<file path="src/rtl/core/oapm_pkg.sv">
// shared types and constants of the overlap-average patch merge unit
// item structs, queue command, back-end states, register indexes
// no dependencies
package oapm_pkg;

    localparam int SUM_W       = 23;
    localparam int COVER_W     = 11;
    localparam int PAD_W       = 9;
    localparam int CMD_ADDR_W  = 24;
    localparam int CMD_VAL_W   = 17;
    localparam int CFG_INDEX_W = 3;
    localparam int CFG_DATA_W  = 8;
    localparam int QUEUE_DEPTH = 2;

    localparam logic [SUM_W-1:0]   SUM_LIMIT   = {SUM_W{1'b1}};
    localparam logic [COVER_W-1:0] COVER_LIMIT = {COVER_W{1'b1}};
    localparam logic [7:0]         PIXEL_MAX   = 8'd255;

    localparam logic [1:0] REQ_ACC   = 2'd0;
    localparam logic [1:0] REQ_READ  = 2'd1;
    localparam logic [1:0] REQ_CLEAR = 2'd2;

    localparam logic STATUS_OK      = 1'b0;
    localparam logic STATUS_OUTSIDE = 1'b1;

    localparam logic [CFG_INDEX_W-1:0] REG_IMAGE_WIDTH   = 3'd0;
    localparam logic [CFG_INDEX_W-1:0] REG_IMAGE_HEIGHT  = 3'd1;
    localparam logic [CFG_INDEX_W-1:0] REG_PATCH_SIDE    = 3'd2;
    localparam logic [CFG_INDEX_W-1:0] REG_STEP_SIZE     = 3'd3;
    localparam logic [CFG_INDEX_W-1:0] REG_CHANNEL_COUNT = 3'd4;

    typedef struct packed {
        logic [1:0]         req_type;
        logic [7:0]         origin_x;
        logic [7:0]         origin_y;
        logic [4:0]         offset_x;
        logic [4:0]         offset_y;
        logic [1:0]         chan;
        logic signed [15:0] sample;
        logic [7:0]         read_x;
        logic [7:0]         read_y;
    } in_item_t;

    typedef struct packed {
        logic [7:0] pixel_value;
        logic       status;
    } out_item_t;

    typedef enum logic [1:0] {
        CMD_ACC,
        CMD_READ,
        CMD_CONST,
        CMD_CLEAR
    } cmd_kind_t;

    typedef struct packed {
        cmd_kind_t             kind;
        logic [CMD_ADDR_W-1:0] addr;
        logic [1:0]            chan;
        logic [CMD_VAL_W-1:0]  value;
        logic                  status;
    } cmd_t;

    typedef struct packed {
        logic [7:0]       image_width;
        logic [7:0]       image_height;
        logic [5:0]       patch_side;
        logic [2:0]       channel_count;
        logic [PAD_W-1:0] padded_cols;
        logic             busy;
    } cfg_view_t;

    typedef enum logic [2:0] {
        ST_CLEAR,
        ST_IDLE,
        ST_ACC_RD,
        ST_ACC_WR,
        ST_RD_WAIT,
        ST_RD_PREP,
        ST_DIV,
        ST_OUT
    } back_state_t;

endpackage

</file>
<file path="src/rtl/core/oapm_cfg.sv">
// configuration registers and padded width derivation
// depends on oapm_pkg
module oapm_cfg #(
    parameter int MAX_DIM = 256
) (
    input  logic                                clk,
    input  logic                                rst_n,
    input  logic                                cfg_valid,
    output logic                                cfg_ready,
    input  logic [oapm_pkg::CFG_INDEX_W-1:0]    cfg_index,
    input  logic [oapm_pkg::CFG_DATA_W-1:0]     cfg_data,
    output oapm_pkg::cfg_view_t                 view
);
    import oapm_pkg::*;

    logic [7:0]       width_reg;
    logic [7:0]       height_reg;
    logic [5:0]       patch_reg;
    logic [5:0]       step_reg;
    logic [2:0]       chans_reg;
    logic [PAD_W-1:0] padded_reg;
    logic [PAD_W-1:0] cand_reg;
    logic             busy_reg;
    logic             load_reg;
    logic             wr;
    logic             known;
    logic [7:0]       pw;
    logic [5:0]       stride;

    assign cfg_ready = 1'b1;
    assign wr        = cfg_valid && cfg_ready;
    assign known     = (cfg_index == REG_IMAGE_WIDTH) || (cfg_index == REG_IMAGE_HEIGHT)
                    || (cfg_index == REG_PATCH_SIDE) || (cfg_index == REG_STEP_SIZE)
                    || (cfg_index == REG_CHANNEL_COUNT);
    assign pw        = (width_reg > {2'b00, patch_reg}) ? width_reg : {2'b00, patch_reg};
    assign stride    = (step_reg == 6'd0) ? 6'd1 : step_reg;

    always_ff @(posedge clk or negedge rst_n)
    begin
        if (!rst_n)
        begin
            width_reg  <= 8'd224;
            height_reg <= 8'd224;
            patch_reg  <= 6'd16;
            step_reg   <= 6'd8;
            chans_reg  <= 3'd3;
            padded_reg <= '0;
            cand_reg   <= '0;
            busy_reg   <= 1'b1;
            load_reg   <= 1'b1;
        end
        else if (wr && known)
        begin
            unique case (cfg_index)
                REG_IMAGE_WIDTH:   width_reg  <= cfg_data;
                REG_IMAGE_HEIGHT:  height_reg <= cfg_data;
                REG_PATCH_SIDE:    patch_reg  <= cfg_data[5:0];
                REG_STEP_SIZE:     step_reg   <= cfg_data[5:0];
                REG_CHANNEL_COUNT: chans_reg  <= cfg_data[2:0];
                default:           width_reg  <= width_reg;
            endcase
            busy_reg <= 1'b1;
            load_reg <= 1'b1;
        end
        else if (busy_reg)
        begin
            if (load_reg)
            begin
                cand_reg <= PAD_W'(patch_reg);
                load_reg <= 1'b0;
            end
            else if (cand_reg < PAD_W'(pw))
            begin
                // walk patch origins up to the first one covering the width
                cand_reg <= cand_reg + PAD_W'(stride);
            end
            else
            begin
                if (14'(cand_reg) > 14'(MAX_DIM))
                begin
                    padded_reg <= PAD_W'(MAX_DIM);
                end
                else
                begin
                    padded_reg <= cand_reg;
                end
                busy_reg <= 1'b0;
            end
        end
    end

    assign view = '{image_width:   width_reg,
                    image_height:  height_reg,
                    patch_side:    patch_reg,
                    channel_count: chans_reg,
                    padded_cols:   padded_reg,
                    busy:          busy_reg};

endmodule

</file>
<file path="config.mk">
export PLATFORM = sky130hd
export DESIGN_NAME = oapm_cfg
export DESIGN_NICKNAME = d
export VERILOG_FILES = /design/src/rtl/core/oapm_pkg.sv /design/src/rtl/core/oapm_cfg.sv
export SDC_FILE = /design/constraint.sdc
export NUM_CORES = 1
export LEC_CHECK = 0
export BUFFER_PORTS_ARGS = -buffer_cell sky130_fd_sc_hd__buf_2
export CAP_MARGIN = 20
export CORE_ASPECT_RATIO = 1.25
export CORE_MARGIN = 2
export CORE_UTILIZATION = 45
export DETAILED_ROUTE_END_ITERATION = 16
export PLACE_DENSITY_LB_ADDON = 0.05
export RECOVER_POWER = 50
export SETUP_SLACK_MARGIN = 0.1
export SLEW_MARGIN = 40
export SYNTH_ARGS = -nofsm -noshare
export SYNTH_HDL_FRONTEND = slang
export SYNTH_SLANG_ARGS = --single-unit
</file>
<file path="constraint.sdc">
create_clock -name clk -period 4.1 [get_ports clk]
set_input_delay 1.23 -clock clk [delete_from_list [all_inputs] [get_ports clk]]
set_output_delay 1.23 -clock clk [all_outputs]
set_load 0.02 [all_outputs]
</file>
==> run_results.csv <==
group,metric,value,unit
clock_tree,clockBufferDepth,2,
logic_synthesis,synth.net_count,296,
logic_synthesis,synth_compound_area_share,13.05,%
cells_and_area,drive_gt1_share,37.46,%
worst_hold_path,whs_path_depth,2,
logic_synthesis,yosys-top-cells-count,"39 x dfrtp_1, 24 x nand2_1, 23 x mux2_2",
logic_synthesis,synth_edf_count,0,
sta,skew,0.004096,ns
clock_tree,cts_tree,"built",
power,p_per_area,724.9,nW/µm²
sta,fmax,261.7,MHz
floorplan,die_h,94.57,µm
placed_design,dp_slack,0.09440,ns
drt,drc,0,
clock_tree,cts_root_buffer,"clkbuf_8",
sta,period_minus_slack,3.821,ns
floorplan,initial_core_util,45.84,%
placed_design,dp_hpwl,5110,µm
cells_and_area,nNetsFinal,348,
drt,dr.pass1.iters,4,
drt,num_vias,2158,
sta,fin_ws,0.2785,ns
logic_synthesis,dominantRegCellSynth,"dfrtp_1",
logic_synthesis,synth_fa_ha_area_share,8.729,%
clock_tree,clk_pin_slew,0.10,ns
drt,wl,6861,µm
logic_synthesis,synth.most_common_cell,"dfrtp_1",
logic_synthesis,ys_top_cells_by_area,"dfrtp_1 33%, dfstp_2 11%, mux2_2 8.8%",
global_routing,grt_use_total,18.75,%
sta,slew_headroom,-0.7342,%
power,p_leak,1.582,nW
run_status,status,"finished with violations",
floorplan,core_area,6441,µm²
logic_synthesis,synth_top_family_by_area,"multiplexers",
logic_synthesis,synth_seq_area_share,43.73,%
global_routing,grt_pass1_wl,10470,µm
critical_path,r2r_cells,14,
clock_tree,clock-sinks,51,
sta,hold_violations,0,
cells_and_area,nFillCells,608,
drt,wl_per_cell,17.07,µm
critical_path,critPathLaunchType,"flop",
clock_tree,holdBufCountCts,0,
logic_synthesis,syn-cell-area,2953,µm²
job,drv_cap,1,
sta,whs,0.5089,ns
logic_synthesis,yosys_warnings,0,
logic_synthesis,synth_mux_area_share,16.74,%
logic_synthesis,synth_largest_type_area_fraction,33.05,%
drt,drt_iter0_drc,102,
drt,drtAntennaViolNets,0,
logic_synthesis,yosysUniqueCellTypes,54,
power,vdd_ir_drop_max,285.9,µV
clock_tree,cts_buffers,5,
floorplan,io-pin-count,50,
sta,finalCritPeriodShare,93.21,%
critical_path,critPathKind,"reg -> reg",
global_routing,overflow,0,
critical_path,required,4.30,ns
clock_tree,cts_htree_levels,2,
sta,rsz0062_at_grt,"no",
logic_synthesis,synth.avg_cell_area,11.27,µm²
logic_synthesis,synth-seq-cells,51,
cells_and_area,area_growth,15.25,%
placed_design,io_buffers,48,
logic_synthesis,synth_simple_gate_area_share,13.14,%
critical_path,cp.arrival,4.02,ns
logic_synthesis,netlist_instances,262,
logic_synthesis,synthXorXnorAreaFrac,0.2966,%
sta,worstMarginPinSlew,1.511,ns
cells_and_area,final_cells,402,
clock_tree,clock_latency,0.31,ns
global_routing,grt_pass1_vias,2051,
logic_synthesis,ys_async_sr_fraction,100.0,%
critical_path,path_max_fanout,9,
critical_path,worstSetupEndpointType,"flop",
placed_design,dp_cells,392,
placed_design,gp_congestion,0.8676,
floorplan,die_area,7230,µm²
sta,finalSetupViolCount,0,
global_routing,antenna_found_initial,0,
logic_synthesis,yosys.area.top_type,"dfrtp_1",
sta,finalSetupTns,0,ns
run_status,violations,"max-capacitance violations, max-slew violations",
global_routing,grt_max_degree,28,
cells_and_area,antenna_cells,0,
sta,slew_viol_final,28,
worst_hold_path,hp-class,"reg -> reg",
floorplan,die_w,76.46,µm
drt,vias_per_cell,5.368,
floorplan,num_rows,33,
## layer usage
| layer | vias to the layer above | track usage [%] | routed length, µm |
|---|---|---|---|
| li1 | 1045 | - | - |
| met1 | 1058 | 22.18 | 2956 |
| met2 | 47 | 34.22 | 3520 |
| met3 | 8 | 4.111 | 262 |
| met4 | 0 | 5.606 | 121 |
| met5 | - | 0 | 0 |
## layout by cell type, fill, tap and decap left out, types with 3 or more instances in the layout
cell type and instances:
nand2_1 24, nor2_1 10, a21oi_1 7, clkbuf_8 5, a21o_1 4, mux2_2 23
inv_1 16, mux2i_1 10, ha_1 19, dfrtp_1 39, nor2b_1 3, a221oi_1 3
and2b_2 5, buf_2 45, mux2_4 9, clkbuf_1 7, dfstp_2 12, buf_4 3
o21ai_0 19, nand2b_1 3
## layout make-up
class / instances / area (µm²) / area share, %
Multi-Input combinational cell: 185 / 1578 / 46.36
Sequential cell: 51 / 1291 / 37.94
Inverter: 16 / 60.06 / 1.765
Clock inverter: 3 / 22.52 / 0.6618
Tap cell: 87 / 108.9 / 3.199
Timing Repair Buffer: 55 / 274.0 / 8.051
Clock buffer: 5 / 68.82 / 2.022
## kinds of logic (layout without fill, tap and decap cells)
logic type | count (synthesis) | in the layout
DFF | 51 | 51
adders and majority gates | 20 | 20
xor gates and xnor gates | 1 | 1
AOI/OAI and AO/OA | 53 | 54
buffers and inverters | 27 | 79
muxes | 42 | 42
and+or+nand+nor | 67 | 67
other | 1 | 1
## what timing repair did
action / 4_1_cts / 5_1_grt
gates resized for setup: 1 / 5
gates cloned: 0 / 1
setup buffers: 0 / 1
setup endpoints to repair: 11 / 17
pin swaps: 0 / 3
## worst paths after layout
kind / slack, ns / from / to
worst max-delay path: 0.28 / patch_reg[4]$_DFFE_PN1P_ / padded_reg[2]$_DFFE_PN0P_
worst min-delay path: 0.51 / busy_reg$_DFF_PN1_ / busy_reg$_DFF_PN1_
worst max register to register: 0.28 / patch_reg[4]$_DFFE_PN1P_ / padded_reg[2]$_DFFE_PN0P_
worst min register to register: 0.51 / busy_reg$_DFF_PN1_ / busy_reg$_DFF_PN1_
max in group asynchronous: 0.95 / rst_n / step_reg[4]$_DFFE_PN0P_
min in group asynchronous: 1.27 / rst_n / step_reg[0]$_DFFE_PN0P_
## worst max-delay path, cell delays in order, from the launching register on
cell       delay (ns)
dfstp_2          0.57
inv_1            0.06
ha_1             0.27
nand2_1          0.11
nor4_4           0.38
a21o_2           0.24
mux2i_1          0.10
ha_1             0.27
and3_1           0.18
nand3_2          0.11
a2111oi_4        0.34
o31ai_2          0.19
o31ai_4          0.31
nand3_4          0.22
mux2_4           0.36
## power by group
part           switching [mW]  internal, mW
combinational           0.693         0.614
sequential              0.171         0.684
clock                   0.181         0.124
## through the flow
| step | instance area [µm²] | util [%] | power, mW |
|---|---|---|---|
| global placement | 3289 | 51.07 | 2.083 |
| finish | 3403 | 52.84 | 2.467 |
| floorplan | 2953 | - | 1.797 |
| detailed placement | 3289 | 51.07 | 2.097 |
| global route | 3403 | 52.84 | 2.645 |
| CTS | 3390 | 52.62 | 2.413 |
(Power assumes the default switching activity.)
