$ cat src/rtl/core/oapm_pkg.sv
// shared types and constants of the overlap-average patch merge unit
// item structs, queue command, back-end states, register indexes
// no dependencies
package oapm_pkg;

    localparam int SUM_W       = 23;
    localparam int COVER_W     = 11;
    localparam int PAD_W       = 9;
    localparam int CMD_ADDR_W  = 24;
    localparam int CMD_VAL_W   = 17;
    localparam int CFG_INDEX_W = 3;
    localparam int CFG_DATA_W  = 8;
    localparam int QUEUE_DEPTH = 2;

    localparam logic [SUM_W-1:0]   SUM_LIMIT   = {SUM_W{1'b1}};
    localparam logic [COVER_W-1:0] COVER_LIMIT = {COVER_W{1'b1}};
    localparam logic [7:0]         PIXEL_MAX   = 8'd255;

    localparam logic [1:0] REQ_ACC   = 2'd0;
    localparam logic [1:0] REQ_READ  = 2'd1;
    localparam logic [1:0] REQ_CLEAR = 2'd2;

    localparam logic STATUS_OK      = 1'b0;
    localparam logic STATUS_OUTSIDE = 1'b1;

    localparam logic [CFG_INDEX_W-1:0] REG_IMAGE_WIDTH   = 3'd0;
    localparam logic [CFG_INDEX_W-1:0] REG_IMAGE_HEIGHT  = 3'd1;
    localparam logic [CFG_INDEX_W-1:0] REG_PATCH_SIDE    = 3'd2;
    localparam logic [CFG_INDEX_W-1:0] REG_STEP_SIZE     = 3'd3;
    localparam logic [CFG_INDEX_W-1:0] REG_CHANNEL_COUNT = 3'd4;

    typedef struct packed {
        logic [1:0]         req_type;
        logic [7:0]         origin_x;
        logic [7:0]         origin_y;
        logic [4:0]         offset_x;
        logic [4:0]         offset_y;
        logic [1:0]         chan;
        logic signed [15:0] sample;
        logic [7:0]         read_x;
        logic [7:0]         read_y;
    } in_item_t;

    typedef struct packed {
        logic [7:0] pixel_value;
        logic       status;
    } out_item_t;

    typedef enum logic [1:0] {
        CMD_ACC,
        CMD_READ,
        CMD_CONST,
        CMD_CLEAR
    } cmd_kind_t;

    typedef struct packed {
        cmd_kind_t             kind;
        logic [CMD_ADDR_W-1:0] addr;
        logic [1:0]            chan;
        logic [CMD_VAL_W-1:0]  value;
        logic                  status;
    } cmd_t;

    typedef struct packed {
        logic [7:0]       image_width;
        logic [7:0]       image_height;
        logic [5:0]       patch_side;
        logic [2:0]       channel_count;
        logic [PAD_W-1:0] padded_cols;
        logic             busy;
    } cfg_view_t;

    typedef enum logic [2:0] {
        ST_CLEAR,
        ST_IDLE,
        ST_ACC_RD,
        ST_ACC_WR,
        ST_RD_WAIT,
        ST_RD_PREP,
        ST_DIV,
        ST_OUT
    } back_state_t;

endpackage

$ cat src/rtl/core/oapm_queue.sv
// short command queue between front and back end
// depends on oapm_pkg
module oapm_queue (
    input  logic            clk,
    input  logic            rst_n,
    input  logic            push,
    input  oapm_pkg::cmd_t  push_cmd,
    input  logic            pop,
    output oapm_pkg::cmd_t  head,
    output logic            full,
    output logic            empty
);
    import oapm_pkg::*;

    localparam int PTR_W = $clog2(QUEUE_DEPTH);
    localparam int CNT_W = $clog2(QUEUE_DEPTH + 1);

    cmd_t             entry_reg [QUEUE_DEPTH];
    logic [PTR_W-1:0] wr_ptr_reg;
    logic [PTR_W-1:0] rd_ptr_reg;
    logic [CNT_W-1:0] count_reg;

    assign full  = count_reg == CNT_W'(QUEUE_DEPTH);
    assign empty = count_reg == '0;
    assign head  = entry_reg[rd_ptr_reg];

    always_ff @(posedge clk)
    begin
        if (push)
        begin
            entry_reg[wr_ptr_reg] <= push_cmd;
        end
    end

    always_ff @(posedge clk or negedge rst_n)
    begin
        if (!rst_n)
        begin
            wr_ptr_reg <= '0;
            rd_ptr_reg <= '0;
            count_reg  <= '0;
        end
        else
        begin
            if (push)
            begin
                wr_ptr_reg <= (wr_ptr_reg == PTR_W'(QUEUE_DEPTH - 1)) ? '0 : wr_ptr_reg + 1'b1;
            end
            if (pop)
            begin
                rd_ptr_reg <= (rd_ptr_reg == PTR_W'(QUEUE_DEPTH - 1)) ? '0 : rd_ptr_reg + 1'b1;
            end
            if (push && !pop)
            begin
                count_reg <= count_reg + 1'b1;
            end
            else if (pop && !push)
            begin
                count_reg <= count_reg - 1'b1;
            end
        end
    end

endmodule

$ cat config.mk
export PLATFORM = sky130hd
export DESIGN_NAME = oapm_queue
export DESIGN_NICKNAME = d
export VERILOG_FILES = /design/src/rtl/core/oapm_pkg.sv /design/src/rtl/core/oapm_queue.sv
export SDC_FILE = /design/constraint.sdc
export NUM_CORES = 1
export LEC_CHECK = 0
export BUFFER_PORTS_ARGS = -buffer_cell sky130_fd_sc_hd__buf_2
export CAP_MARGIN = 20
export CORE_MARGIN = 3
export CORE_UTILIZATION = 49
export CTS_BUF_LIST = sky130_fd_sc_hd__clkbuf_8
export CTS_CLUSTER_DIAMETER = 30
export DETAILED_ROUTE_END_ITERATION = 16
export PLACE_DENSITY = 0.78
export SLEW_MARGIN = 10
export SYNTH_ARGS = -nofsm -noshare
export SYNTH_HDL_FRONTEND = slang
export SYNTH_SLANG_ARGS = --single-unit
export TNS_END_PERCENT = 20
$ cat constraint.sdc
create_clock -name clk -period 2.7 [get_ports clk]
set_input_delay 0.135 -clock clk [delete_from_list [all_inputs] [get_ports clk]]
set_output_delay 0.135 -clock clk [all_outputs]
set_load 0.01 [all_outputs]
==> flow_summary_export.csv, run 1 <==
group,metric,value,unit
run_status,outcome,"complete, no violations",
worst_setup_path,cp_cell_sequence,"buf_12 > mux2_2 > buf_2",
floorplanning,die-area,0.00848,mm2
clock_tree,path_clk_slew,0.09,ns
place,hpwl,3750,um
synth,syn_inst,159,
worst_setup_path,worst-setup-path-type,"flop to output pin",
clock_tree,clock_path_buffers,2,
synth,synth-seq-cells,96,
floorplanning,core,0.00698,mm2
synth,synth_top_area_frac,0.761,
worst_setup_path,cp.required,2.57,ns
layout,drive_gt1_frac,0.516,
clock_tree,htree_levels,3,
worst_setup_path,r2r.worst_path.cells,2,
timing,holdWs,0.0268,ns
timing,finalSetupViolations,0,
hold_path,holdCritPathClass,"input port to flop",
timing,fmax,532,MHz
pwr,powerDensity,943,mW/mm2
place,port_buffers,97,
global_routing,grt_pass1_vias,2048,
worst_setup_path,ff2ff_setup_slack,1.07,ns
timing,slew_headroom,0.590,
floorplanning,die_height,92.1,um
timing,fin_tns_setup,0,ns
route,firstDrtPassIters,4,
synth,yosysTopAreaCell,"edfxtp_1",
global_routing,grt_max_degree,47,
clock_tree,cts_tree,"yes",
worst_setup_path,r2r-start,"wr_ptr_reg$_DFFE_PN0P_",
timing,post-route-period-util,0.696,
clock_tree,clkSinkCount,96,
timing,tightest_slew,0.615,ns
worst_setup_path,start_kind,"flop",
worst_setup_path,r2r_end,"entry_reg[1][34]$_DFFE_PP_",
layout,nets,364,
pwr,peakVddDrop,0.923,mV
clock_tree,worstSkewPairLatency,0.34,ns
timing,rsz0062_at_grt,"no",
clock_tree,cts_hold_buf,48,
worst_setup_path,critPathLaunch,"rd_ptr_reg$_DFFE_PN0P_",
synth,ys.warnings.count,0,
route,antenna_left,0,
timing,drv_slew,0,
worst_setup_path,cp_max_fo,38,
floorplanning,rows,30,
synth,syn_avg_cell_area,22.8,um2
route,avgRoutedWirePerCell,16.1,um
clock_tree,cts_setup_buffers,0,
worst_setup_path,critical_path_arrival,1.74,ns
global_routing,antenna_found_initial,0,
layout,diodes,0,
worst_setup_path,crit_end,"head[32]",
worst_setup_path,cpPeakStageDelay,0.54,ns
place,gp_congestion,0.737,
timing,hold_viol_final,0,
global_routing,grt_pass1_wl,10200,um
route,drt-total-wl,6660,um
route,vias,1977,
worst_setup_path,cp_slowest_cell,"dfrtp_2",
timing,fin_worst_skew,0.00602,ns
pwr,p_leak,2.00,nW
route,route.detailed.drc,0,
global_routing,gr-total-overflow,0,
route,vias_per_cell,4.78,
synth,ys_types,13,
job,cap_viol_max_count,0,
clock_tree,numCtsBuffers,9,
floorplanning,start_util,0.520,
global_routing,grt_usage,0.159,
synth,syn-num-nets,210,
floorplanning,die_width,92.1,um
route,drtIter0Drc,108,
layout,syn_to_final_growth,36.5,%
timing,post-route-min-period,1.88,ns
floorplanning,io_pins,98,
synth,ys_seq_area_frac,0.789,
worst_setup_path,worst_setup_path_end_kind,"output pin",
clock_tree,cts-root-buf,"clkbuf_8",
clock_tree,post_cts_resized,0,
layout,largest_reg_flops,92,
synth,synthTopCellsByArea,"edfxtp_1 76%, mux2_4 12%, mux2_2 5.0%",
synth,netlist_area,0.00363,mm2
-- cell usage in the layout (no fill, tap or decap) --
| master | n |
|---|---|
| buf_2 | 97 |
| edfxtp_1 | 92 |
| dlygate4sd3_1 | 48 |
| mux2_4 | 30 |
| mux2_2 | 16 |
| clkbuf_8 | 9 |
| xor2_1 | 4 |
| bufinv_16 | 3 |
| dfrtp_1 | 3 |
| inv_1 | 2 |
| nor2_1 | 2 |
| clkinv_4 | 2 |
| buf_4 | 2 |
| and2_2 | 1 |
| nor2b_1 | 1 |
| nor2b_4 | 1 |
| xnor2_1 | 1 |
| ha_1 | 1 |
| inv_6 | 1 |
| buf_12 | 1 |
| dfrtp_2 | 1 |
-- cell families (layout without fill, tap and decap cells) --
logic type	count (synthesis)	count (layout)	share of synthesized area
AND/OR/NAND/NOR	5	5	0.00724
flip-flops	96	96	0.789
XOR/XNOR	5	5	0.0121
buffers and inverters	6	165	0.0148
multiplexers	46	46	0.174
adder cells (fa/ha/maj)	1	1	0.00345
-- critical path: cells and delay by family, from the launching register on --
kind	cells	cell delay, ns
DFF	1	0.54
buffers and inverters	2	0.46
muxes	1	0.38
-- synth_stat cells --
| cell type | n |
|---|---|
| and2_1 | 1 |
| inv_1 | 1 |
| nor2b_1 | 2 |
| mux2_2 | 16 |
| xor2_1 | 4 |
| nor2_1 | 2 |
| edfxtp_1 | 92 |
| mux2_4 | 30 |
| ha_1 | 1 |
| buf_6 | 4 |
| buf_2 | 1 |
| dfrtp_1 | 4 |
| xnor2_1 | 1 |
-- per-stage QoR --
stage / std cells / setup slack (ns) / power, mW / instance area, um2 / util
6_report: 414 / 0.822 / 4.67 / 4950 / 0.710
3_5_place_dp: 350 / 1.10 / 3.56 / 4230 / 0.606
3_3_place_gp: 350 / 1.15 / 3.53 / 4230 / 0.606
5_1_grt: 414 / 0.739 / 4.89 / 4950 / 0.710
4_1_cts: 414 / 0.803 / 4.70 / 4950 / 0.710
2_1_floorplan: 159 / 0.670 / 3.10 / 3630 / -
-- layer usage --
layer / vias to the layer above / wire length [um] / GRT usage
met3: 5 / 330 / 0.0410
met5: - / 0 / 0
met4: 0 / 57 / 0.0594
li1: 929 / - / -
met2: 75 / 3510 / 0.274
met1: 968 / 2760 / 0.192
-- power breakdown --
part	total [mW]	internal [mW]	switching, mW
clock	1.10	0.619	0.477
sequential	2.10	1.98	0.118
combinational	1.48	0.768	0.712
-- area by class of cell --
cell class	count	area, um2
well taps	96	120
multi-input cells	57	722
fillers	449	2030
repair buffers	148	1000
clock inverters	7	120
flip-flops and latches	96	2860
inverters	1	3.75
clock buffers	9	124
-- worst min path at each step --
stage / startpoint / slack, ns / depth (start not counted) / endpoint
2_1_floorplan: rst_n / -0.16 / 0 / count_reg[0]$_DFFE_PN0P_
3_3_place_gp: rst_n / -0.05 / 1 / wr_ptr_reg$_DFFE_PN0P_
3_5_place_dp: rst_n / -0.05 / 1 / wr_ptr_reg$_DFFE_PN0P_
4_1_cts: push / 0.008 / 2 / wr_ptr_reg$_DFFE_PN0P_
5_1_grt: push / 0.02 / 2 / wr_ptr_reg$_DFFE_PN0P_
6_report: push / 0.03 / 2 / wr_ptr_reg$_DFFE_PN0P_
(Power assumes the default switching activity.)
==> inputs of run 2 (changes only) <==
==> constraint.sdc (replaced) <==
create_clock -name clk -period 1.6 [get_ports clk]
set_input_delay 0.08 -clock clk [delete_from_list [all_inputs] [get_ports clk]]
set_output_delay 0.08 -clock clk [all_outputs]
set_load 0.01 [all_outputs]
==> run 2 against run 1 <==
Design area grew 1.9%. Hold slack gained 0.039 ns. Sequential share of layout area shrank 1.1 points. Clock-buffer cell count is the same. Final cell count grew 0.97%. Die area is the same. Power grew 67%. Register-to-register slack lost 0.76 ns. Highest routed layer unchanged. Core utilization grew 1.4 points. Clock skew shrank 0.00058 ns. Sequential power grew 67%.
==> flow_summary_export.csv, run 2 (same netlist as run 1, synthesis figures left out) <==
group,metric,value,unit
run_status,outcome,"complete, no violations",
global_routing,grtUsageMet1,0.195,
clock_tree,htree_levels,3,
timing,drv_slew,0,
layout,syn_to_final_growth,39.2,%
pwr,powerDensity,1550,mW/mm2
place,hpwl,3990,um
clock_tree,worstSkewPairLatency,0.35,ns
floorplanning,rows,30,
timing,fin_tns_setup,0,ns
clock_tree,numCtsBuffers,9,
floorplanning,io_pins,98,
floorplanning,die-area,0.00848,mm2
global_routing,grt_max_degree,27,
floorplanning,die_height,92.1,um
route,antenna_left,0,
pwr,finalPower,7.82,mW
worst_setup_path,r2r_end,"entry_reg[1][2]$_DFFE_PP_",
timing,fin_worst_skew,0.00544,ns
global_routing,antenna_found_initial,0,
route,route.detailed.drc,0,
hold_path,holdCritPathClass,"input port to asynchronous set/reset pin",
place,port_buffers,97,
timing,rsz0062_at_grt,"yes",
timing,fmax,650,MHz
clock_tree,clock_path_buffers,2,
timing,hold_viol_final,0,
worst_setup_path,r2r-start,"wr_ptr_reg$_DFFE_PN0P_",
layout,drive_gt1_frac,0.519,
layout,final_cell_mix,"92 x edfxtp_1, 89 x buf_2, 49 x dlygate4sd3_1, 33 x mux2_4, 13 x mux2_2",
place,dp.cells,353,
pwr,peakVddDrop,1.08,mV
global_routing,met2_usage,0.282,
global_routing,gr-total-overflow,0,
place,placedInstanceArea,0.00429,mm2
worst_setup_path,r2r.worst_path.cells,2,
floorplanning,die_width,92.1,um
layout,largest_reg_flops,92,
layout,stdcell_count,418,
worst_setup_path,start_kind,"flop",
timing,post-route-min-period,1.54,ns
clock_tree,cts_tree,"yes",
worst_setup_path,worst-setup-path-type,"flop to output pin",
place,gp_congestion,0.715,
clock_tree,clkSinkCount,96,
worst_setup_path,worst_setup_path_end_kind,"output pin",
global_routing,grt.busiest_layer,"met2",
worst_setup_path,ff2ff_setup_slack,0.31,ns
worst_setup_path,cp_max_fo,26,
clock_tree,cts-root-buf,"clkbuf_8",
layout,utilization,0.723,
floorplanning,core,0.00698,mm2
timing,finalSetupViolations,0,
floorplanning,start_util,0.520,
pwr,p_leak,2.03,nW
route,vias,1959,
worst_setup_path,critPathLaunch,"rd_ptr_reg$_DFFE_PN0P_",
layout,diodes,0,
route,drtIter0Drc,88,
global_routing,use_met3,0.0435,
global_routing,grt_usage,0.162,
layout,final_cell_area,0.00505,mm2
global_routing,grt_pass1_vias,2067,
job,cap_viol_max_count,0,
clock_tree,path_clk_slew,0.09,ns
layout,nets,368,
worst_setup_path,critical_path_arrival,1.46,ns
route,vias_per_cell,4.69,
layout,mostFrequentLayoutCell,"edfxtp_1",
timing,tightest_slew,0.307,ns
route,drt-total-wl,6520,um
global_routing,grt_pass1_wl,10400,um
timing,slew_headroom,0.795,
route,firstDrtPassIters,4,
timing,post-route-period-util,0.962,
route,avgRoutedWirePerCell,15.6,um
worst_setup_path,crit_end,"head[40]",
worst_setup_path,cp.required,1.52,ns
## run 2: cell type report
cell class              instances  area, um2
flip-flops and latches         96       2860
fillers                       454       1930
repair buffers                152       1130
multi-input cells              57        733
clock buffers                   9        124
well taps                      96        120
clock inverters                 7       72.6
inverters                       1       3.75
## run 2: worst min-delay path by stage
stage	startpoint	slack, ns	endpoint	depth (start not counted)
after global placement	rst_n	-0.11	count_reg[1]$_DFFE_PN0P_	1
after CTS	rst_n	0.03	wr_ptr_reg$_DFFE_PN0P_	2
after floorplan	rst_n	-0.22	count_reg[0]$_DFFE_PN0P_	0
after global routing	rst_n	0.07	count_reg[1]$_DFFE_PN0P_	2
after detailed placement	rst_n	-0.11	count_reg[1]$_DFFE_PN0P_	1
final	rst_n	0.07	count_reg[1]$_DFFE_PN0P_	2
## run 2: report_power, final
group | leakage (nW) | switching [mW] | total, mW | internal (mW)
clock network | 0.0968 | 0.799 | 1.52 | 0.722
registers | 0.909 | 0.167 | 3.50 | 3.34
logic | 1.03 | 1.26 | 2.79 | 1.53
total | 2.03 | 2.22 | 7.82 | 5.59
## run 2: metal layers
metal  part of all wire  vias to the layer above
met5                  0                        -
met2               0.54                       50
li1                   -                      936
met4              0.011                        0
met3              0.038                        7
met1               0.41                      966
## run 2: timing repair
action / 4_1_cts / 5_1_grt
hold endpoints to repair: 98 / 0
pin swaps: 0 / 0
gates resized for setup: 2 / 12
setup endpoints to repair: 20 / 24
hold buffers: 49 / 0
setup buffers: 0 / 0
## run 2: through the flow
| step | hold WS (ns) | worst slack [ns] |
|---|---|---|
| 3_3_place_gp | -0.110 | 0.303 |
| 5_1_grt | 0.0673 | -0.0149 |
| 4_1_cts | 0.0319 | 0.00856 |
| 2_1_floorplan | -0.216 | -0.340 |
| 6_report | 0.0662 | 0.0607 |
| 3_5_place_dp | -0.110 | 0.307 |
## run 2: critical path: stages, from the launching register on
cell and delay [ns]:
dfrtp_2 0.41, buf_12 0.24, mux2_4 0.32, buf_2 0.14
