==> src/rtl/core/oapm_pkg.sv <==
// shared types and constants of the overlap-average patch merge unit
// item structs, queue command, back-end states, register indexes
// no dependencies
package oapm_pkg;

    localparam int SUM_W       = 23;
    localparam int COVER_W     = 11;
    localparam int PAD_W       = 9;
    localparam int CMD_ADDR_W  = 24;
    localparam int CMD_VAL_W   = 17;
    localparam int CFG_INDEX_W = 3;
    localparam int CFG_DATA_W  = 8;
    localparam int QUEUE_DEPTH = 2;

    localparam logic [SUM_W-1:0]   SUM_LIMIT   = {SUM_W{1'b1}};
    localparam logic [COVER_W-1:0] COVER_LIMIT = {COVER_W{1'b1}};
    localparam logic [7:0]         PIXEL_MAX   = 8'd255;

    localparam logic [1:0] REQ_ACC   = 2'd0;
    localparam logic [1:0] REQ_READ  = 2'd1;
    localparam logic [1:0] REQ_CLEAR = 2'd2;

    localparam logic STATUS_OK      = 1'b0;
    localparam logic STATUS_OUTSIDE = 1'b1;

    localparam logic [CFG_INDEX_W-1:0] REG_IMAGE_WIDTH   = 3'd0;
    localparam logic [CFG_INDEX_W-1:0] REG_IMAGE_HEIGHT  = 3'd1;
    localparam logic [CFG_INDEX_W-1:0] REG_PATCH_SIDE    = 3'd2;
    localparam logic [CFG_INDEX_W-1:0] REG_STEP_SIZE     = 3'd3;
    localparam logic [CFG_INDEX_W-1:0] REG_CHANNEL_COUNT = 3'd4;

    typedef struct packed {
        logic [1:0]         req_type;
        logic [7:0]         origin_x;
        logic [7:0]         origin_y;
        logic [4:0]         offset_x;
        logic [4:0]         offset_y;
        logic [1:0]         chan;
        logic signed [15:0] sample;
        logic [7:0]         read_x;
        logic [7:0]         read_y;
    } in_item_t;

    typedef struct packed {
        logic [7:0] pixel_value;
        logic       status;
    } out_item_t;

    typedef enum logic [1:0] {
        CMD_ACC,
        CMD_READ,
        CMD_CONST,
        CMD_CLEAR
    } cmd_kind_t;

    typedef struct packed {
        cmd_kind_t             kind;
        logic [CMD_ADDR_W-1:0] addr;
        logic [1:0]            chan;
        logic [CMD_VAL_W-1:0]  value;
        logic                  status;
    } cmd_t;

    typedef struct packed {
        logic [7:0]       image_width;
        logic [7:0]       image_height;
        logic [5:0]       patch_side;
        logic [2:0]       channel_count;
        logic [PAD_W-1:0] padded_cols;
        logic             busy;
    } cfg_view_t;

    typedef enum logic [2:0] {
        ST_CLEAR,
        ST_IDLE,
        ST_ACC_RD,
        ST_ACC_WR,
        ST_RD_WAIT,
        ST_RD_PREP,
        ST_DIV,
        ST_OUT
    } back_state_t;

endpackage

==> src/rtl/core/oapm_front.sv <==
// front end: accepts items, classifies them and forms the store address
// depends on oapm_pkg
module oapm_front #(
    parameter int MAX_DIM      = 256,
    parameter int MAX_CHANNELS = 4,
    parameter int FRAC_BITS    = 12
) (
    input  logic                 in_valid,
    output logic                 in_ready,
    input  oapm_pkg::in_item_t   in_item,
    input  oapm_pkg::cfg_view_t  view,
    input  logic                 q_full,
    output logic                 push,
    output oapm_pkg::cmd_t       push_cmd
);
    import oapm_pkg::*;

    localparam int DIM_W  = $clog2(MAX_DIM);
    localparam int ADDR_W = $clog2(MAX_DIM * MAX_DIM);
    localparam logic [CMD_VAL_W-1:0] ONE = CMD_VAL_W'(1) << FRAC_BITS;

    logic [8:0]             col;
    logic [8:0]             row;
    logic [2:0]             eff_chans;
    logic                   chan_ok;
    logic [8:0]             m_row;
    logic [8:0]             m_col;
    logic [DIM_W+PAD_W-1:0] prod;
    logic [ADDR_W-1:0]      pix;
    logic [CMD_VAL_W-1:0]   value;
    logic                   keep;
    cmd_t                   cmd;

    assign col       = 9'(in_item.origin_x) + 9'(in_item.offset_x);
    assign row       = 9'(in_item.origin_y) + 9'(in_item.offset_y);
    assign eff_chans = (view.channel_count > 3'(MAX_CHANNELS)) ? 3'(MAX_CHANNELS)
                                                             : view.channel_count;
    assign chan_ok   = 3'(in_item.chan) < eff_chans;

    // one multiplier shared by sample and read addressing
    assign m_row = (in_item.req_type == REQ_READ) ? 9'(in_item.read_y) : row;
    assign m_col = (in_item.req_type == REQ_READ) ? 9'(in_item.read_x) : col;
    assign prod  = DIM_W'(m_row) * view.padded_cols;
    assign pix   = ADDR_W'(prod) + ADDR_W'(m_col);

    always_comb
    begin
        if (in_item.sample[15])
        begin
            value = '0;
        end
        else if (CMD_VAL_W'(in_item.sample[14:0]) > ONE)
        begin
            value = ONE;
        end
        else
        begin
            value = CMD_VAL_W'(in_item.sample[14:0]);
        end
    end

    always_comb
    begin
        keep = 1'b0;
        cmd  = '{kind: CMD_CONST, addr: CMD_ADDR_W'(pix), chan: in_item.chan,
                 value: value, status: STATUS_OK};
        unique case (in_item.req_type)
            REQ_ACC:
            begin
                cmd.kind = CMD_ACC;
                keep = (6'(in_item.offset_x) < view.patch_side)
                    && (6'(in_item.offset_y) < view.patch_side)
                    && chan_ok
                    && (col < view.padded_cols)
                    && (14'(row) < 14'(MAX_DIM));
            end
            REQ_READ:
            begin
                keep = 1'b1;
                if ((in_item.read_x >= view.image_width)
                    || (in_item.read_y >= view.image_height))
                begin
                    cmd.status = STATUS_OUTSIDE;
                end
                else if (chan_ok && (9'(in_item.read_x) < view.padded_cols)
                         && (14'(in_item.read_y) < 14'(MAX_DIM)))
                begin
                    cmd.kind = CMD_READ;
                end
            end
            REQ_CLEAR:
            begin
                cmd.kind = CMD_CLEAR;
                keep = 1'b1;
            end
            default:
            begin
                keep = 1'b0;
            end
        endcase
    end

    assign in_ready = !view.busy && !q_full;
    assign push     = in_valid && in_ready && keep;
    assign push_cmd = cmd;

endmodule

==> config.mk <==
export PLATFORM = sky130hd
export DESIGN_NAME = oapm_front
export DESIGN_NICKNAME = d
export VERILOG_FILES = /design/src/rtl/core/oapm_pkg.sv /design/src/rtl/core/oapm_front.sv
export SDC_FILE = /design/constraint.sdc
export NUM_CORES = 1
export LEC_CHECK = 0
export BUFFER_PORTS_ARGS = -buffer_cell sky130_fd_sc_hd__buf_2
export CORE_MARGIN = 10
export CORE_UTILIZATION = 38
export DETAILED_ROUTE_END_ITERATION = 8
export GPL_TIMING_DRIVEN = 0
export SETUP_SLACK_MARGIN = 0.3
export SYNTH_ARGS = -nofsm -noshare
export SYNTH_HDL_FRONTEND = slang
export SYNTH_SLANG_ARGS = --single-unit
==> constraint.sdc <==
create_clock -name vclk -period 13.5
set_input_delay 2.025 -clock vclk [all_inputs]
set_output_delay 2.025 -clock vclk [all_outputs]
set_load 0.03 [all_outputs]
==> results of run 1 <==
## worst max-delay path by stage
stage	end	slack, ns	depth (start not counted)
2_1_floorplan	push_cmd[34]	3.88	23
5_1_grt	push_cmd[33]	2.76	26
3_3_place_gp	push_cmd[34]	3.24	24
3_5_place_dp	push_cmd[34]	3.20	24
4_1_cts	push_cmd[34]	3.19	24
6_report	push_cmd[34]	3.23	24
## through the flow
stage | std cells | total power (W) | area (um2)
2_1_floorplan | 566 | 0.000848 | 4440
3_3_place_gp | 843 | 0.00110 | 5290
3_5_place_dp | 843 | 0.00111 | 5290
4_1_cts | 843 | 0.00112 | 5290
5_1_grt | 843 | 0.00126 | 5290
6_report | 843 | 0.00110 | 5290
## cells by family (layout without fill, tap and decap cells)
kind of cell               Yosys count  after routing  synth area share [%]
and+or+nand+nor                    164            164                  19.1
muxes                               11             11                  2.64
other                                1             12                0.0852
xor gates and xnor gates            21             21                  4.18
buffers and inverters              132            266                  12.5
AOI/OAI and AO/OA                   86             86                  12.8
adders and majority gates          140            140                  48.7
## power by group
part | internal [W] | total (W) | switching [W]
Clock | 0 | 0 | 0
Sequential | 0 | 0 | 0
Combinational | 0.000405 | 0.00110 | 0.000692
## layout make-up
class / instances / area [um2]
Timing Repair Buffer: 134 / 671
Inverter: 113 / 424
Tap cell: 143 / 179
Multi-Input combinational cell: 434 / 3890
Fill cell: 1161 / 6080
Buffer: 19 / 128
## critical path: cells and delay by family
kind | cells | cell delay (ns)
AOI/OAI and AO/OA | 7 | 1.92
xor gates and xnor gates | 2 | 0.21
and+or+nand+nor | 4 | 0.77
buffers and inverters | 4 | 0.42
adders and majority gates | 7 | 2.89
## cells in the final DEF (no fill, tap or decap), types with 15 or more instances in the layout
cell type and n:
ha_1 88, nand2_1 42, nor2_1 31, xnor2_1 17, a21oi_1 28, fa_1 52, inv_1 113, and2_1 42
buf_2 134, buf_4 15
## per-layer routing
layer	track usage, %	vias up
met4	0.795	0
met5	0	-
met3	2.52	2
met2	26.8	95
met1	18.7	1882
li1	-	2073
==> results_dict.tcl, run 1 <==
set metrics [dict create \
    fin_nets 941 \
    synth_area_leader_cell "ha_1" \
    wl_met1_mm 5.47 \
    post-cts-setup-buffers 0 \
    worstPathRequired_ns 11.48 \
    min_period_ns 10.27 \
    cpMaxStageDelayCell "fa_1" \
    worst_pin_slew_ns 1.04 \
    die_h_um 128 \
    hold_end "in_ready" \
    fmax_mhz 97.3 \
    syn_area_um2 4400 \
    ys_types 49 \
    initial_core_util_pct 38.7 \
    core.rowCount 39 \
    seq_cell_count 0 \
    netlist_instances 555 \
    grt_pass1_wl_mm 20.6 \
    routed_wl_mm 12.1 \
    slew_viol_final 0 \
    grt_pass1_vias 4298 \
    wl_met2_mm 5.90 \
    grt_max_degree 11 \
    vdd_drop_max_mv 0.300 \
    wl_per_cell_um 14.3 \
    power_leakage_nw 3.03 \
    grt_usage_pct 14.8 \
    synthTopCellsByCount "113 x inv_1, 88 x ha_1, 52 x fa_1" \
    crit_top_cell "fa_1" \
    ant_nets 0 \
    critPathMaxFanout 9 \
    design.core.area_um2 11400 \
    dpl.hpwl_mm 11.1 \
    period_share_pct 76.1 \
    hp-start "view[0]" \
    ys_seq_area_share_pct 0 \
    drc_errors 0 \
    arrival_ns 8.25 \
    dp_slack_ns 3.20 \
    worstSetupEndpointType "primary output" \
    start_kind "primary input" \
    via_per_inst 4.81 \
    p_per_area_nw_per_um2 207 \
    post-synth-top-count-cell "inv_1" \
    area_growth_pct 20.2 \
    syn_avg_cell_area_um2 7.93 \
    top_layer "met4" \
    post_cts_resize_count 0 \
    postLayoutSetupSlackWorst_ns 3.23 \
    setup_viol 0 \
    gp_congestion 0.847 \
    antenna_cells 0 \
    worstSetupPathType "in -> out" \
    relSlewSlack_pct 30.0 \
    dr.first_iter.drc_count 129 \
    grt_remaining_overflow 0 \
    cp_cell_sequence "buf_2, ha_1, fa_1, a21o_1, a21oi_1, nor2b_1, o21ai_0, xor2_1, o21ai_1, and2_1, fa_1, fa_1, fa_1, inv_1, fa_1, inv_1, ha_1, or2_2, o311a_1, o211a_1, o21a_1, nor2_1, xnor2_1, buf_2" \
    slowest_delay_ns 0.54 \
    nClkBuffers 0 \
    whs_path_depth 3 \
    hold_buffers 0 \
    synthTopCellsByArea "ha_1 25%, fa_1 24%, inv_1 9.6%" \
    antenna_found_initial 0 \
    status "complete, no violations" \
    grt_setup_unrepaired "no" \
    seqCellArea_um2 0 \
    maxCapViolations 0 \
    drive_gt1_share_pct 22.6 \
    hold_violations 0 \
    yosysWarnings 0 \
    startpoint "in_item[34]" \
    dr.pass1.iters 5 \
    synth_top_area_share_pct 25.0 \
    hold_path_class "in -> out" \
    final_core_util_pct 46.5 \
    whs_ns 4.33 \
    pin_count 147 \
    dieArea_um2 16300 \
    vias 4052 \
    setup_tns_ns 0 \
    fp.dieW_um 128 \
    wl_met3_um 694 \
    port_buffers 134 \
]
Note: power is estimated with default switching activity, not from simulation.
==> run 2: changes to the inputs <==
--- a/config.mk
+++ b/config.mk
@@ -5,6 +5,7 @@
 export SDC_FILE = /design/constraint.sdc
 export NUM_CORES = 1
 export LEC_CHECK = 0
+export ABC_AREA = 1
 export BUFFER_PORTS_ARGS = -buffer_cell sky130_fd_sc_hd__buf_2
 export CORE_MARGIN = 10
 export CORE_UTILIZATION = 38
==> constraint.sdc (replaced) <==
create_clock -name vclk -period 10.3
set_input_delay 1.545 -clock vclk [all_inputs]
set_output_delay 1.545 -clock vclk [all_outputs]
set_load 0.03 [all_outputs]
==> run 2 against run 1 <==
Effect of this change:
- cell area up 3.7%
- wire length up 5.0%
- global-route usage up 0.38 points
- highest routed layer unchanged
- count of clock-buffer cells in the layout is the same
- non-clock buffer count did not move
- final cell count grew 15%
- largest power group unchanged
- flip-flop and latch count unchanged
- die area grew 3.6%
- combinational power up 36%
- sequential share of layout area stayed put
- power is 36% higher
- largest cell class unchanged
- via count increased by 9.9%
==> results_dict.tcl, run 2 <==
set metrics [dict create \
    design_power_total_w 0.00150 \
    period_share_pct 82.1 \
    fin_cells 973 \
    synthTopCellsByArea "ha_1 24%, fa_1 23%, inv_1 14%" \
    vdd_drop_max_mv 0.268 \
    status "complete, no violations" \
    maxCapViolations 0 \
    synth_area_leader_cell "ha_1" \
    wl_met1_mm 5.48 \
    final_common_cell "inv_1" \
    ant_nets 0 \
    start_kind "primary input" \
    place_inst 973 \
    nClkBuffers 0 \
    power_leakage_nw 3.45 \
    dr.pass1.iters 4 \
    worstSetupPathType "in -> out" \
    hold_end "in_ready" \
    fillCellCount 1301 \
    whs_path_depth 3 \
    relSlewSlack_pct 61.4 \
    grt_max_degree 11 \
    die_h_um 130 \
    hp-start "view[0]" \
    arrival_ns 6.91 \
    drc_errors 0 \
    wl_met3_um 688 \
    syn_area_um2 4590 \
    post-cts-setup-buffers 0 \
    hold_path_class "in -> out" \
    fin_area_um2 5490 \
    hold_buffers 0 \
    dr.first_iter.drc_count 169 \
    wl_per_cell_um 13.0 \
    pin_count 147 \
    crit_top_cell "nand2_1" \
    synthTopCellsByCount "169 x inv_1, 130 x nand2_1, 88 x ha_1" \
    grt_pass1_vias 4598 \
    synth_top_area_share_pct 24.0 \
    setup_viol 0 \
    critPathMaxFanout 7 \
    fp.dieW_um 130 \
    post_cts_resize_count 0 \
    initial_core_util_pct 38.5 \
    port_buffers 134 \
    hold_violations 0 \
    antenna_cells 0 \
    gp_congestion 0.854 \
    fmax_mhz 118 \
    antenna_found_initial 0 \
    worstSetupEndpointType "primary output" \
    design.core.area_um2 11900 \
    seqCellArea_um2 0 \
    worstPathRequired_ns 8.76 \
    syn_avg_cell_area_um2 6.74 \
    dpl.hpwl_mm 11.8 \
    wl_met2_mm 6.44 \
    slew_viol_final 0 \
    dpl_cell_area_um2 5490 \
    setup_tns_ns 0 \
    min_period_ns 8.46 \
    seq_cell_count 0 \
    mostFrequentLayoutCells "169 x inv_1, 137 x buf_2, 130 x nand2_1" \
    via_per_inst 4.58 \
    slowest_delay_ns 0.55 \
    routed_wl_mm 12.7 \
    grt_pass1_wl_mm 21.3 \
    ys_types 38 \
    p_per_area_nw_per_um2 273 \
    ys_seq_area_share_pct 0 \
    dieArea_um2 16900 \
    fin_nets 1067 \
    netlist_instances 681 \
    core.rowCount 40 \
    vias 4454 \
    grt_remaining_overflow 0 \
    grt_usage_pct 15.2 \
    post-synth-top-count-cell "inv_1" \
    cpMaxStageDelayCell "fa_1" \
    area_growth_pct 19.5 \
    drive_gt1_share_pct 20.3 \
    worst_pin_slew_ns 0.573 \
    yosysWarnings 0 \
    grt_setup_unrepaired "no" \
    top_layer "met4" \
]
## run 2: changes by cell type in the layout (fill, tap and decap cells not counted), moves of 13 or more
cell / previous run / this run
nand2_1: 42 / 130
a21oi_1: 28 / 41
nand2b_1: 14 / 0
inv_1: 113 / 169
nor2_1: 31 / 76
nor2b_1: 13 / 0
and2_1: 42 / 0
nand3_1: 3 / 25
## run 2: layout make-up
class / instances / area, um2 / area share [%]
multi-input combinational: 502 / 3850 / 70.2
timing repair buffer: 134 / 671 / 12.2
inverter: 171 / 644 / 11.7
tap: 147 / 184 / 3.35
buffer: 19 / 138 / 2.51
## run 2: worst max path at each step
| stage | from | endpoint | slack, ns | cells after the start |
|---|---|---|---|---|
| floorplan | in_item[34] | push_cmd[31] | 2.35 | 24 |
| global placement | in_item[34] | push_cmd[35] | 1.83 | 26 |
| detailed placement | in_item[34] | push_cmd[35] | 1.84 | 26 |
| CTS | in_item[34] | push_cmd[35] | 1.82 | 26 |
| global route | in_item[34] | push_cmd[32] | 1.46 | 25 |
| finish | in_item[34] | push_cmd[35] | 1.84 | 26 |
## run 2: cells by family (layout without fill, tap and decap cells)
logic type	count (synthesis)	after routing	share of synthesized area, %
buffers and inverters	190	324	17.0
muxes	2	2	0.436
other	1	12	0.0817
AOI/OAI and AO/OA	76	76	9.59
adders and majority gates	140	140	46.7
xor gates and xnor gates	15	15	2.86
and+or+nand+nor	257	257	23.3
## run 2: critical path: cells and delay by family
family          cells  cell delay, ns
fa+ha+maj           7            3.06
buf+inv             5            0.44
compound gates      4            0.77
simple gates       10            1.08
## run 2: through the flow
stage | hold slack, ns | worst slack (ns) | utilization (%)
after floorplan | 3.20 | 2.35 | -
after global placement | 3.37 | 1.83 | 46.1
after detailed placement | 3.37 | 1.84 | 46.1
after CTS | 3.38 | 1.82 | 46.1
after global routing | 3.39 | 1.46 | 46.1
final | 3.37 | 1.84 | 46.1
## run 2: metal layers
metal  GRT usage (%)  up-vias
li1                -     2364
met1            19.2     2002
met5               0        -
met2            28.0       82
met4            1.65        0
met3            1.42        6
## run 2: report_power, final
part / switching (W) / internal (W) / leakage [nW]
logic: 0.000991 / 0.000507 / 3.45
clock network: 0 / 0 / 0
registers: 0 / 0 / 0
total: 0.000991 / 0.000507 / 3.45
